<file path="src/rtl/pbr_pkg.sv">
// pbr_pkg: types and constants shared by the bisection root finder.
// No dependencies; imported by every module of the block.
`default_nettype none
package pbr_pkg;

    localparam int VAL_W   = 48;
    localparam int HALF_W  = VAL_W / 2;
    localparam int PROD_W  = 2 * VAL_W;
    localparam int TOL_W   = 47;
    localparam int ITER_W  = 8;
    localparam int COEF_REGS = 5;
    localparam int IDX_W   = 3;

    typedef logic signed [VAL_W-1:0] t_val;

    localparam t_val VAL_MAX = {1'b0, {(VAL_W-1){1'b1}}};
    localparam t_val VAL_MIN = {1'b1, {(VAL_W-1){1'b0}}};

    // configuration register indexes
    localparam logic [IDX_W-1:0] REG_COEF_LAST = 3'd4;
    localparam logic [IDX_W-1:0] REG_TOL       = 3'd5;
    localparam logic [IDX_W-1:0] REG_MAX_ITER  = 3'd6;

    // reset values
    localparam t_val RST_COEF_0 = -48'sd393970693;
    localparam t_val RST_COEF_1 = 48'sd405362235;
    localparam t_val RST_COEF_2 = 48'sd265964508;
    localparam t_val RST_COEF_3 = -48'sd375809638;
    localparam t_val RST_COEF_4 = 48'sd83886080;
    localparam logic [TOL_W-1:0]  RST_TOL      = 47'd168;
    localparam logic [ITER_W-1:0] RST_MAX_ITER = 8'd64;

    typedef struct packed {
        t_val interval_start;
        t_val interval_end;
    } t_in;

    typedef struct packed {
        t_val              root;
        logic              converged;
        logic [ITER_W-1:0] steps_used;
    } t_out;

    typedef struct packed {
        t_val [COEF_REGS-1:0] coef;
        logic [TOL_W-1:0]     tol;
        logic [ITER_W-1:0]    max_iter;
    } t_cfg;

endpackage
`default_nettype wire

</file>
<file path="src/rtl/polynomial_bisection_root.sv">
// channel   | direction | handshake                 | beat
// ----------+-----------+---------------------------+------------------------------
// item      | in        | start & !busy             | i_item (interval_start/_end)
// result    | out       | o_done, one cycle         | o_result (root/converged/steps)
// config    | in        | i_cfg_we                  | i_cfg_idx, i_cfg_data
//
// One polynomial evaluation takes (COEF_COUNT-1) multiply-adds on the
// shared multiplier (launch, four partial products, saturate, done), and
// then the value is stored.
// An item costs two endpoint evaluations and a check, then one evaluation,
// update and check per step; the result strobe follows the last check.
// Reset clears the sequencer and loads the register defaults.
// busy is high from the accepted beat until the result strobe; results
// cannot be stalled.
// Depends on pbr_pkg, pbr_cfg, pbr_fxmul.
`default_nettype none
module polynomial_bisection_root
    import pbr_pkg::*;
#(
    parameter int COEF_COUNT = 5,
    parameter int FRAC_BITS  = 24
) (
    input  wire logic             i_clk,
    input  wire logic             i_rst_n,
    input  wire logic             start,
    output logic                  busy,
    input  wire t_in              i_item,
    output logic                  o_done,
    output t_out                  o_result,
    input  wire logic             i_cfg_we,
    input  wire logic [IDX_W-1:0] i_cfg_idx,
    input  wire logic [VAL_W-1:0] i_cfg_data
);

    localparam logic [IDX_W-1:0] TOP_IDX   = IDX_W'(COEF_COUNT - 1);
    localparam logic [IDX_W-1:0] FIRST_IDX = IDX_W'(COEF_COUNT - 2);

    localparam logic [2:0] S_IDLE  = 3'd0;
    localparam logic [2:0] S_MUL   = 3'd1;
    localparam logic [2:0] S_WAIT  = 3'd2;
    localparam logic [2:0] S_EVDN  = 3'd3;
    localparam logic [2:0] S_CHECK = 3'd4;

    localparam logic [1:0] T_S = 2'd0;
    localparam logic [1:0] T_E = 2'd1;
    localparam logic [1:0] T_M = 2'd2;

    t_cfg cfg;

    pbr_cfg u_cfg (
        .i_clk  (i_clk),
        .i_rst_n(i_rst_n),
        .i_we   (i_cfg_we),
        .i_idx  (i_cfg_idx),
        .i_data (i_cfg_data),
        .o_cfg  (cfg)
    );

    logic [2:0]        r_state;
    logic [1:0]        r_tgt;
    logic [IDX_W-1:0]  r_idx;
    logic [ITER_W-1:0] r_steps;
    t_val              r_s, r_e, r_x, r_fs, r_fe, r_acc;

    logic mul_done;
    t_val mul_p;

    pbr_fxmul #(.FRAC_BITS(FRAC_BITS)) u_mul (
        .i_clk  (i_clk),
        .i_rst_n(i_rst_n),
        .i_start(r_state == S_MUL),
        .i_a    (r_acc),
        .i_b    (r_x),
        .o_done (mul_done),
        .o_p    (mul_p)
    );

    logic [VAL_W:0]   add_sum, mid_sum;
    t_val             add_sat, mid;
    logic [VAL_W-1:0] mag_s, mag_e;
    logic             tol_s, tol_e, stop, opposite;

    always_comb begin
        add_sum = {mul_p[VAL_W-1], mul_p} + {cfg.coef[r_idx][VAL_W-1], cfg.coef[r_idx]};
        if (add_sum[VAL_W] != add_sum[VAL_W-1]) begin
            add_sat = add_sum[VAL_W] ? VAL_MIN : VAL_MAX;
        end else begin
            add_sat = add_sum[VAL_W-1:0];
        end
        // floor((s + e) / 2) from the exact 49-bit sum
        mid_sum = {r_s[VAL_W-1], r_s} + {r_e[VAL_W-1], r_e};
        mid     = mid_sum[VAL_W:1];
        mag_s   = r_fs[VAL_W-1] ? -r_fs : r_fs;
        mag_e   = r_fe[VAL_W-1] ? -r_fe : r_fe;
        tol_s   = mag_s <= {1'b0, cfg.tol};
        tol_e   = mag_e <= {1'b0, cfg.tol};
        stop    = tol_s || tol_e || (r_steps >= cfg.max_iter);
        // strictly opposite signs; zero never counts
        opposite = (r_fs[VAL_W-1] && !r_acc[VAL_W-1] && (r_acc != '0))
                || (r_acc[VAL_W-1] && !r_fs[VAL_W-1] && (r_fs != '0));
    end

    always_ff @(posedge i_clk) begin
        if (!i_rst_n) begin
            r_state <= S_IDLE;
            o_done  <= 1'b0;
        end else begin
            o_done <= 1'b0;
            case (r_state)
                S_IDLE: begin
                    if (start) begin
                        r_state <= S_MUL;
                    end
                end
                S_MUL: begin
                    r_state <= S_WAIT;
                end
                S_WAIT: begin
                    if (mul_done) begin
                        r_state <= (r_idx == '0) ? S_EVDN : S_MUL;
                    end
                end
                S_EVDN: begin
                    r_state <= (r_tgt == T_S) ? S_MUL : S_CHECK;
                end
                S_CHECK: begin
                    if (stop) begin
                        r_state <= S_IDLE;
                        o_done  <= 1'b1;
                    end else begin
                        r_state <= S_MUL;
                    end
                end
                default: r_state <= S_IDLE;
            endcase
        end
    end

    always_ff @(posedge i_clk) begin
        case (r_state)
            S_IDLE: begin
                r_s     <= i_item.interval_start;
                r_e     <= i_item.interval_end;
                r_x     <= i_item.interval_start;
                r_tgt   <= T_S;
                r_acc   <= cfg.coef[TOP_IDX];
                r_idx   <= FIRST_IDX;
                r_steps <= '0;
            end
            S_WAIT: begin
                if (mul_done) begin
                    r_acc <= add_sat;
                    if (r_idx != '0) begin
                        r_idx <= r_idx - 1'b1;
                    end
                end
            end
            S_EVDN: begin
                r_idx <= FIRST_IDX;
                case (r_tgt)
                    T_S: begin
                        r_fs  <= r_acc;
                        r_x   <= r_e;
                        r_tgt <= T_E;
                        r_acc <= cfg.coef[TOP_IDX];
                    end
                    T_E: begin
                        r_fe <= r_acc;
                    end
                    default: begin
                        if (opposite) begin
                            r_e  <= r_x;
                            r_fe <= r_acc;
                        end else begin
                            r_s  <= r_x;
                            r_fs <= r_acc;
                        end
                        r_steps <= r_steps + 1'b1;
                    end
                endcase
            end
            S_CHECK: begin
                r_x   <= mid;
                r_tgt <= T_M;
                r_acc <= cfg.coef[TOP_IDX];
                r_idx <= FIRST_IDX;
                o_result.root       <= tol_s ? r_s : r_e;
                o_result.converged  <= tol_s || tol_e;
                o_result.steps_used <= r_steps;
            end
            default: begin
            end
        endcase
    end

    assign busy = (r_state != S_IDLE);

    a_accept_busy: assert property (@(posedge i_clk) disable iff (!i_rst_n)
        start && !busy |=> busy)
        else $error("accepted beat did not raise busy");
    a_done_idle: assert property (@(posedge i_clk) disable iff (!i_rst_n)
        o_done |-> !busy && $past(busy))
        else $error("result strobe outside end of work");
    a_cap: assert property (@(posedge i_clk) disable iff (!i_rst_n)
        o_done && !o_result.converged |-> o_result.steps_used == cfg.max_iter)
        else $error("unconverged result before step cap");
    a_steps: assert property (@(posedge i_clk) disable iff (!i_rst_n)
        o_done |-> o_result.steps_used <= cfg.max_iter)
        else $error("more steps than the cap");

endmodule
`default_nettype wire

</file>
<file path="src/rtl/pbr_cfg.sv">
// pbr_cfg: configuration register file (coefficients, tolerance, step cap).
// Depends on pbr_pkg.
`default_nettype none
module pbr_cfg
    import pbr_pkg::*;
(
    input  wire logic             i_clk,
    input  wire logic             i_rst_n,
    input  wire logic             i_we,
    input  wire logic [IDX_W-1:0] i_idx,
    input  wire logic [VAL_W-1:0] i_data,
    output t_cfg                  o_cfg
);

    t_cfg r_cfg;

    always_ff @(posedge i_clk) begin
        if (!i_rst_n) begin
            r_cfg.coef[0]  <= RST_COEF_0;
            r_cfg.coef[1]  <= RST_COEF_1;
            r_cfg.coef[2]  <= RST_COEF_2;
            r_cfg.coef[3]  <= RST_COEF_3;
            r_cfg.coef[4]  <= RST_COEF_4;
            r_cfg.tol      <= RST_TOL;
            r_cfg.max_iter <= RST_MAX_ITER;
        end else if (i_we) begin
            if (i_idx <= REG_COEF_LAST) begin
                r_cfg.coef[i_idx] <= i_data;
            end else if (i_idx == REG_TOL) begin
                r_cfg.tol <= i_data[TOL_W-1:0];
            end else if (i_idx == REG_MAX_ITER) begin
                r_cfg.max_iter <= i_data[ITER_W-1:0];
            end
        end
    end

    assign o_cfg = r_cfg;

endmodule
`default_nettype wire

</file>
<file path="src/rtl/pbr_fxmul.sv">
// pbr_fxmul: iterative saturating fixed-point multiply, one 24x24 partial
// product per cycle into a 96-bit accumulator. Depends on pbr_pkg.
`default_nettype none
module pbr_fxmul
    import pbr_pkg::*;
#(
    parameter int FRAC_BITS = 24
) (
    input  wire logic i_clk,
    input  wire logic i_rst_n,
    input  wire logic i_start,
    input  wire t_val i_a,
    input  wire t_val i_b,
    output logic      o_done,
    output t_val      o_p
);

    logic              r_run, r_fin, r_neg;
    logic [1:0]        r_pp;
    logic [VAL_W-1:0]  r_ma, r_mb;
    logic [PROD_W-1:0] r_acc;

    logic [HALF_W-1:0]  pa, pb;
    logic [VAL_W-1:0]   pprod;
    logic [PROD_W-1:0]  pterm;
    logic [PROD_W-1:0]  shifted;
    logic [PROD_W-1:0]  limit;
    logic               sat;
    t_val               res;

    always_comb begin
        pa    = r_pp[1] ? r_ma[VAL_W-1:HALF_W] : r_ma[HALF_W-1:0];
        pb    = r_pp[0] ? r_mb[VAL_W-1:HALF_W] : r_mb[HALF_W-1:0];
        pprod = VAL_W'(pa) * VAL_W'(pb);
        // weight of the partial product: 0, one half or two halves
        case (r_pp)
            2'd0:    pterm = PROD_W'(pprod);
            2'd3:    pterm = PROD_W'(pprod) << (2 * HALF_W);
            default: pterm = PROD_W'(pprod) << HALF_W;
        endcase
        shifted = r_acc >> FRAC_BITS;
        limit   = r_neg ? (PROD_W'(1) << (VAL_W - 1)) : PROD_W'(VAL_MAX);
        sat     = shifted > limit;
        if (sat) begin
            res = r_neg ? VAL_MIN : VAL_MAX;
        end else begin
            res = r_neg ? -shifted[VAL_W-1:0] : shifted[VAL_W-1:0];
        end
    end

    always_ff @(posedge i_clk) begin
        if (!i_rst_n) begin
            r_run  <= 1'b0;
            r_fin  <= 1'b0;
            o_done <= 1'b0;
        end else begin
            o_done <= r_fin;
            r_fin  <= r_run && (r_pp == 2'd3);
            if (i_start) begin
                r_run <= 1'b1;
            end else if (r_pp == 2'd3) begin
                r_run <= 1'b0;
            end
        end
    end

    always_ff @(posedge i_clk) begin
        if (i_start) begin
            r_neg <= i_a[VAL_W-1] ^ i_b[VAL_W-1];
            r_ma  <= i_a[VAL_W-1] ? -i_a : i_a;
            r_mb  <= i_b[VAL_W-1] ? -i_b : i_b;
            r_acc <= '0;
            r_pp  <= 2'd0;
        end else if (r_run) begin
            r_acc <= r_acc + pterm;
            r_pp  <= r_pp + 2'd1;
        end
        if (r_fin) begin
            o_p <= res;
        end
    end

    a_done_pulse: assert property (@(posedge i_clk) disable iff (!i_rst_n)
        o_done |=> !o_done)
        else $error("multiply done held two cycles");
    a_start_idle: assert property (@(posedge i_clk) disable iff (!i_rst_n)
        i_start |-> !r_run && !r_fin)
        else $error("multiply restarted while running");
    a_fin_after_run: assert property (@(posedge i_clk) disable iff (!i_rst_n)
        r_fin |-> $past(r_run))
        else $error("multiply finished without running");

endmodule
`default_nettype wire
</file>
<file path="config.mk">
export PLATFORM = sky130hd
export DESIGN_NAME = polynomial_bisection_root
export DESIGN_NICKNAME = d
export VERILOG_FILES = /design/src/rtl/pbr_pkg.sv /design/src/rtl/polynomial_bisection_root.sv /design/src/rtl/pbr_cfg.sv /design/src/rtl/pbr_fxmul.sv
export SDC_FILE = /design/constraint.sdc
export NUM_CORES = 2
export LEC_CHECK = 0
export BUFFER_PORTS_ARGS = -buffer_cell sky130_fd_sc_hd__buf_2
export CAP_MARGIN = 20
export CORE_MARGIN = 2
export CORE_UTILIZATION = 45
export CTS_CLUSTER_DIAMETER = 30
export CTS_CLUSTER_SIZE = 14
export DETAILED_ROUTE_END_ITERATION = 8
export HOLD_SLACK_MARGIN = 0.05
export MAX_ROUTING_LAYER = met4
export SETUP_SLACK_MARGIN = 0.2
export SLEW_MARGIN = 20
export SYNTH_ARGS = -nofsm -noshare
export SYNTH_HDL_FRONTEND = slang
export SYNTH_SLANG_ARGS = --single-unit
</file>
<file path="constraint.sdc">
create_clock -name i_clk -period 17.1 [get_ports i_clk]
set_clock_uncertainty 0.2 [all_clocks]
set_input_delay 2.565 -clock i_clk [delete_from_list [all_inputs] [get_ports i_clk]]
set_output_delay 2.565 -clock i_clk [all_outputs]
set_load 0.02 [all_outputs]
</file>
# After elaboration in Yosys (flattened, before gate mapping)
# Cells that the tools add are included.
op_classes:
  addsub: 11
  multipliers: 1
  div_mod_pow: 0
  n_lt_le_gt_ge: 8
  n_eq_ne: 17
  n_shift: 0
  n_mux: 50
  n_bitwise: 5
  reduce_logical: 41
op_table:
  columns: ["op", "n"]
  rows:
  - ["$mux W48", 20]
  - ["$pmux W48 S2", 4]
  - ["$pmux W48 S3", 2]
  - ["$bwmux W240", 1]
  - ["$neg A48 Y48", 5]
  - ["$pmux W96 S2", 1]
  - ["$bmux W48 S3", 1]
  - ["$demux W48 S3", 1]
  - ["$add A48 B48 Y49", 2]
  - ["$add A96 B96 Y96", 1]
  - ["$gt A72 B96 Y1", 1]
  - ["$le A48 B47 Y1", 2]
  - ["$reduce_bool A48 Y1", 2]
  - ["$mux W47", 2]
  - ["$mul A24 B24 Y48", 1]
  - ["$mux W24", 2]
  - ["$reduce_and A3 Y1", 7]
  - ["$pmux W8 S2", 1]
  - ["$mux W3", 5]
  - ["$pmux W3 S5", 1]
  - ["$ne A2 B2 Y1 const B", 6]
  - ["$reduce_bool A3 Y1", 4]
  - ["$reduce_and A2 Y1", 5]
  - ["$eq A3 B3 Y1 const B", 3]
  - ["other kinds (29)", 53]
word_totals:
  ff_bits: 903
  latch_bits: 0
  ram_bits: 0
  mem_bits_ro: 0
  in_bits: 151
  output_inout_bits: 59
  wordCells: 165
  memories: 0

# Depth between registers and ports, before layout
logic_depth:
  word_depth: 7
  mapped_depth: 47
  mapped_depth_nobuf: 44

# By module
# From an unflattened synthesis, not the netlist that was laid out.
unflattened:
  hier_cells: 8208
  hier_area_um2: 75168.3
modules_own_cells:
  columns: ["mod", "instances", "cells_per_inst", "area_per_inst_um2", "seq_area_each_um2"]
  rows:
  - ["pbr_fxmul", 1, 4417, 37961.4, 6376.1]
  - ["polynomial_bisection_root", 1, 2716, 25979.9, 10830.4]
  - ["pbr_cfg", 1, 1075, 11227.0, 5905.7]

# Worst setup path after synthesis
# OpenSTA, ideal clock, no wires.
synth_timing:
  path_type: "flip-flop to flip-flop"
  from: "register u_mul.r_pp[0]"
  to: "register u_mul.r_acc[76]"
  setup_ps: 272
  t_arrival_ps: 10647
  required_ps: 16628
  slack_ps: 5981
  path_stages_with_launch: 48
  n_path_buf: 4
  period_less_slack_ps: 11119
  path_cell_list: "dfxtp_1 clkbuf_1 clkbuf_1 clkbuf_1 mux2i_1 clkbuf_1 nor2_1 fa_1 fa_1 inv_1 fa_1 inv_1 fa_1 inv_1 fa_1 inv_1 fa_1 inv_1 [12 not listed] o21bai_1 a21oi_1 xnor2_1 a22o_1 ha_1 a21o_1 a21o_1 a21o_1 o21bai_1 a221o_1 a21oi_1 o21ai_0 nor2_1 o31ai_1 a21oi_1 xnor2_1 mux2i_1 nor2_1"
synth_between:
  elab_chain_cells: 4
  elab_cells_between_ends: 6
  cone_classes: "add/sub: 1; mul: 1; eq/ne: 1; mux: 2; reduce/logical: 1"
synth_lines:
  columns: ["item", "line_no", "rtl"]
  rows:
  - ["start, declared", "pbr_fxmul.sv:19", "logic [1:0] r_pp;"]
  - ["start signal, assigned", "pbr_fxmul.sv:76", "r_pp <= r_pp + 2'd1;"]
  - ["$mux W24", "pbr_fxmul.sv:33", "pb = r_pp[0] ? r_mb[VAL_W-1:HALF_W] : r_mb[HALF_W-1:0];"]
  - ["$mul A24 B24 Y48", "pbr_fxmul.sv:34", "pprod = VAL_W'(pa) * VAL_W'(pb);"]
  - ["$pmux W96 S2 (*)", "pbr_fxmul.sv:36", "case (r_pp)"]
  - ["$add A96 B96 Y96 (*)", "pbr_fxmul.sv:75", "r_acc <= r_acc + pterm;"]
  - ["end signal, assigned", "pbr_fxmul.sv:75", null]
  - ["end, declared", "pbr_fxmul.sv:21", "logic [PROD_W-1:0] r_acc;"]
# Mark *: on every way between the ends. The rest lies on a longest branch, timed or not.
# A chain may end at the register's enable or synchronous reset.

# Final worst setup path
layout_timing:
  from: "register u_mul.r_pp[0]"
  to: "register u_mul.r_acc[80]"
# Same word-level chain as after synthesis.

==> impl_metrics.env <==
export IMPL_outcome="finished, final reports clean"
export IMPL_grt_max_degree=114
export IMPL_num_nets_final=9409
export IMPL_relSlewSlack=0.207
export IMPL_initial_core_util=0.452
export IMPL_row_count=148
export IMPL_cts_buffers=209
export IMPL_cts_setup_buffers=0
export IMPL_synth_most_common_cell="nand2_1"
export IMPL_netlist_area_leader_share=0.206
export IMPL_synthesis_nets=9290
export IMPL_synthFlopType="edfxtp_1"
export IMPL_die_x_um=407
export IMPL_cp_arrival_ns=13.15
export IMPL_grt_pass1_wl_um=377000
export IMPL_setup_tns_ns=0
export IMPL_yosys_warnings=0
export IMPL_cts_tree="yes"
export IMPL_clk_pin_slew_ns=0.04
export IMPL_fmax_mhz=78.6
export IMPL_wl_um=249000
export IMPL_clk_latency_ns=0.84
export IMPL_port_buffers=209
export IMPL_cts_sinks=903
export IMPL_viasPerCell=5.77
export IMPL_die_h_um=407
export IMPL_period_needed_ns=12.72
export IMPL_rsz0062_at_grt="no"
export IMPL_netlist_top_cell_by_area="edfxtp_1"
export IMPL_clock_root_buffer="clkbuf_16"
export IMPL_synth_async_reset_ratio=0
export IMPL_htreeDepth=4
export IMPL_worstSetupPathType="register to register"
export IMPL_io_pins=210
export IMPL_required_ns=17.53
export IMPL_yosys_top_cells_area="edfxtp_1, fa_1, dfxtp_1"
export IMPL_ys_ff_latch=903
export IMPL_syn_inst=8129
export IMPL_place_congestion=0.965
export IMPL_crit_slowest_cell="mux2i_1"
export IMPL_setup_viol_count_final=0
export IMPL_dr_first_iter_drc_count=5548
export IMPL_critPathCaptureType="register"
export IMPL_hp_class="register to register"
export IMPL_grt_pass1_vias=59800
export IMPL_fillCellCount=15000
export IMPL_yosys_top_cells_count="nand2_1, inv_1, nor2_1, ha_1, edfxtp_1"
export IMPL_overflow=0
export IMPL_dieArea_um2=166000
export IMPL_crit_top_cell="fa_1"
export IMPL_route_detailed_drc=0
export IMPL_r2r_setup_slack_ns=4.38
export IMPL_multi_input_area_um2=46000
export IMPL_critPathMaxFanout=32
export IMPL_critPathLaunchType="register"
export IMPL_dp_hpwl_um=190000
export IMPL_syn_avg_cell_area_um2=9.01
export IMPL_netlist_area_um2=73300
export IMPL_synth_edf_count=503
export IMPL_hold_viol_final=0
export IMPL_slew_violations=0
export IMPL_cts_buffer_depth=3
export IMPL_drv_cap=0
export IMPL_antenna_found_initial=16
export IMPL_grt_usage=0.305
export IMPL_ys_seq_area_frac=0.315
export IMPL_cts_hold_buf=0
export IMPL_drive_above_1_share=0.108
export IMPL_area_growth_pct=14.9
export IMPL_dr_pass1_iters=6
export IMPL_num_vias=61300
export IMPL_wl_per_cell_um=23.5
export IMPL_slowest_delay_ns=0.93
export IMPL_coreArea_um2=162000
export IMPL_tightest_slew_ns=1.19
export IMPL_regArea_um2=23100
export IMPL_ys_types=81
export IMPL_period_share=0.744
export IMPL_cts_resized=0
export IMPL_ant_nets=0
-- final timing paths --
path,from,to,cells past startpoint
worst max-delay path,u_mul.r_pp[0],u_mul.r_acc[80],39
worst min-delay path,u_cfg.o_cfg[155],u_cfg.o_cfg[155],2
worst max register to register,u_mul.r_pp[0],u_mul.r_acc[80],39
worst min register to register,u_cfg.o_cfg[155],u_cfg.o_cfg[155],2
-- registers in the layout, indices dropped and copies added, names as in the netlist --
name / flops
o_done: 1
o_result: 57
r_acc: 48
r_e: 48
r_fe: 48
r_fs: 48
r_idx: 3
r_s: 48
r_state: 3
r_steps: 8
r_tgt: 2
r_x: 48
u_cfg.o_cfg: 295
u_mul.o_done: 1
u_mul.o_p: 48
u_mul.r_acc: 96
u_mul.r_fin: 1
u_mul.r_ma: 48
u_mul.r_mb: 48
u_mul.r_neg: 1
u_mul.r_pp: 2
u_mul.r_run: 1
-- cells in the final DEF, fill, tap and decap left out, types with 97 or more instances in the layout --
cell | Yosys | layout
xnor2_1 | 310 | 310
ha_1 | 525 | 525
buf_2 | 5 | 208
nand3_1 | 186 | 183
dfxtp_1 | 400 | 396
nand2_1 | 1499 | 1495
a21oi_1 | 340 | 340
clkbuf_16 | 0 | 216
mux2i_1 | 108 | 99
nor2_1 | 536 | 529
a21boi_0 | 199 | 199
edfxtp_1 | 503 | 503
inv_1 | 753 | 750
buf_4 | 2 | 97
o21ai_0 | 406 | 404
fa_1 | 485 | 485
a21o_1 | 203 | 202
-- area by class of cell --
| cell class | count | area share |
|---|---|---|
| clock inverters | 141 | 0.0233 |
| well taps | 2175 | 0.0323 |
| flip-flops and latches | 903 | 0.275 |
| inverters | 754 | 0.0337 |
| diodes | 7 | 0.000208 |
| repair buffers | 306 | 0.0212 |
| clock buffers | 256 | 0.0679 |
| multi-input cells | 6074 | 0.547 |
-- cells by family (layout without fill, tap and decap cells) --
kind of cell / after synthesis / in the layout / synth area share
compound gates: 1610 / 1610 / 0.143
xor+xnor: 406 / 406 / 0.0485
fa+ha+maj: 1028 / 1028 / 0.225
buf+inv: 1152 / 1457 / 0.0592
flops: 903 / 903 / 0.315
mux: 251 / 251 / 0.0440
other cells: 0 / 7 / 0
simple gates: 2779 / 2779 / 0.166
-- per-stage QoR --
stage | util | cell area [um2] | hold WS (ns) | instances | setup WS [ns]
final | 0.519 | 84200 | 0.262 | 10600 | 4.38
after global routing | 0.519 | 84100 | 0.281 | 10600 | 3.56
after CTS | 0.519 | 84100 | 0.263 | 10600 | 4.42
after detailed placement | 0.471 | 76500 | 0.252 | 10200 | 4.45
after global placement | 0.471 | 76500 | 0.245 | 10200 | 4.72
after floorplan | - | 73300 | 0.235 | 8129 | 5.98
-- layer usage --
| layer | share of wire | vias to the layer above | global-route usage |
|---|---|---|---|
| met4 | 0.023 | 0 | 0.0729 |
| met1 | 0.46 | 30500 | 0.430 |
| met2 | 0.45 | 2395 | 0.460 |
| li1 | - | 28100 | - |
| met3 | 0.073 | 354 | 0.0472 |
| met5 | 0 | - | - |
-- critical path: cells and delay by family (launching register included) --
| family | cells | cell delay [ns] |
|---|---|---|
| AO/OA/AOI/OAI | 20 | 4.49 |
| flip-flops | 1 | 0.50 |
| adder cells (fa/ha/maj) | 9 | 4.41 |
| AND/OR/NAND/NOR | 4 | 1.10 |
| buffers and inverters | 3 | 0.58 |
| multiplexers | 1 | 0.93 |
| XOR/XNOR | 2 | 0.32 |
Power is not shown: default switching activity piles up to over one toggle a cycle in this logic, so the estimate is an artifact.
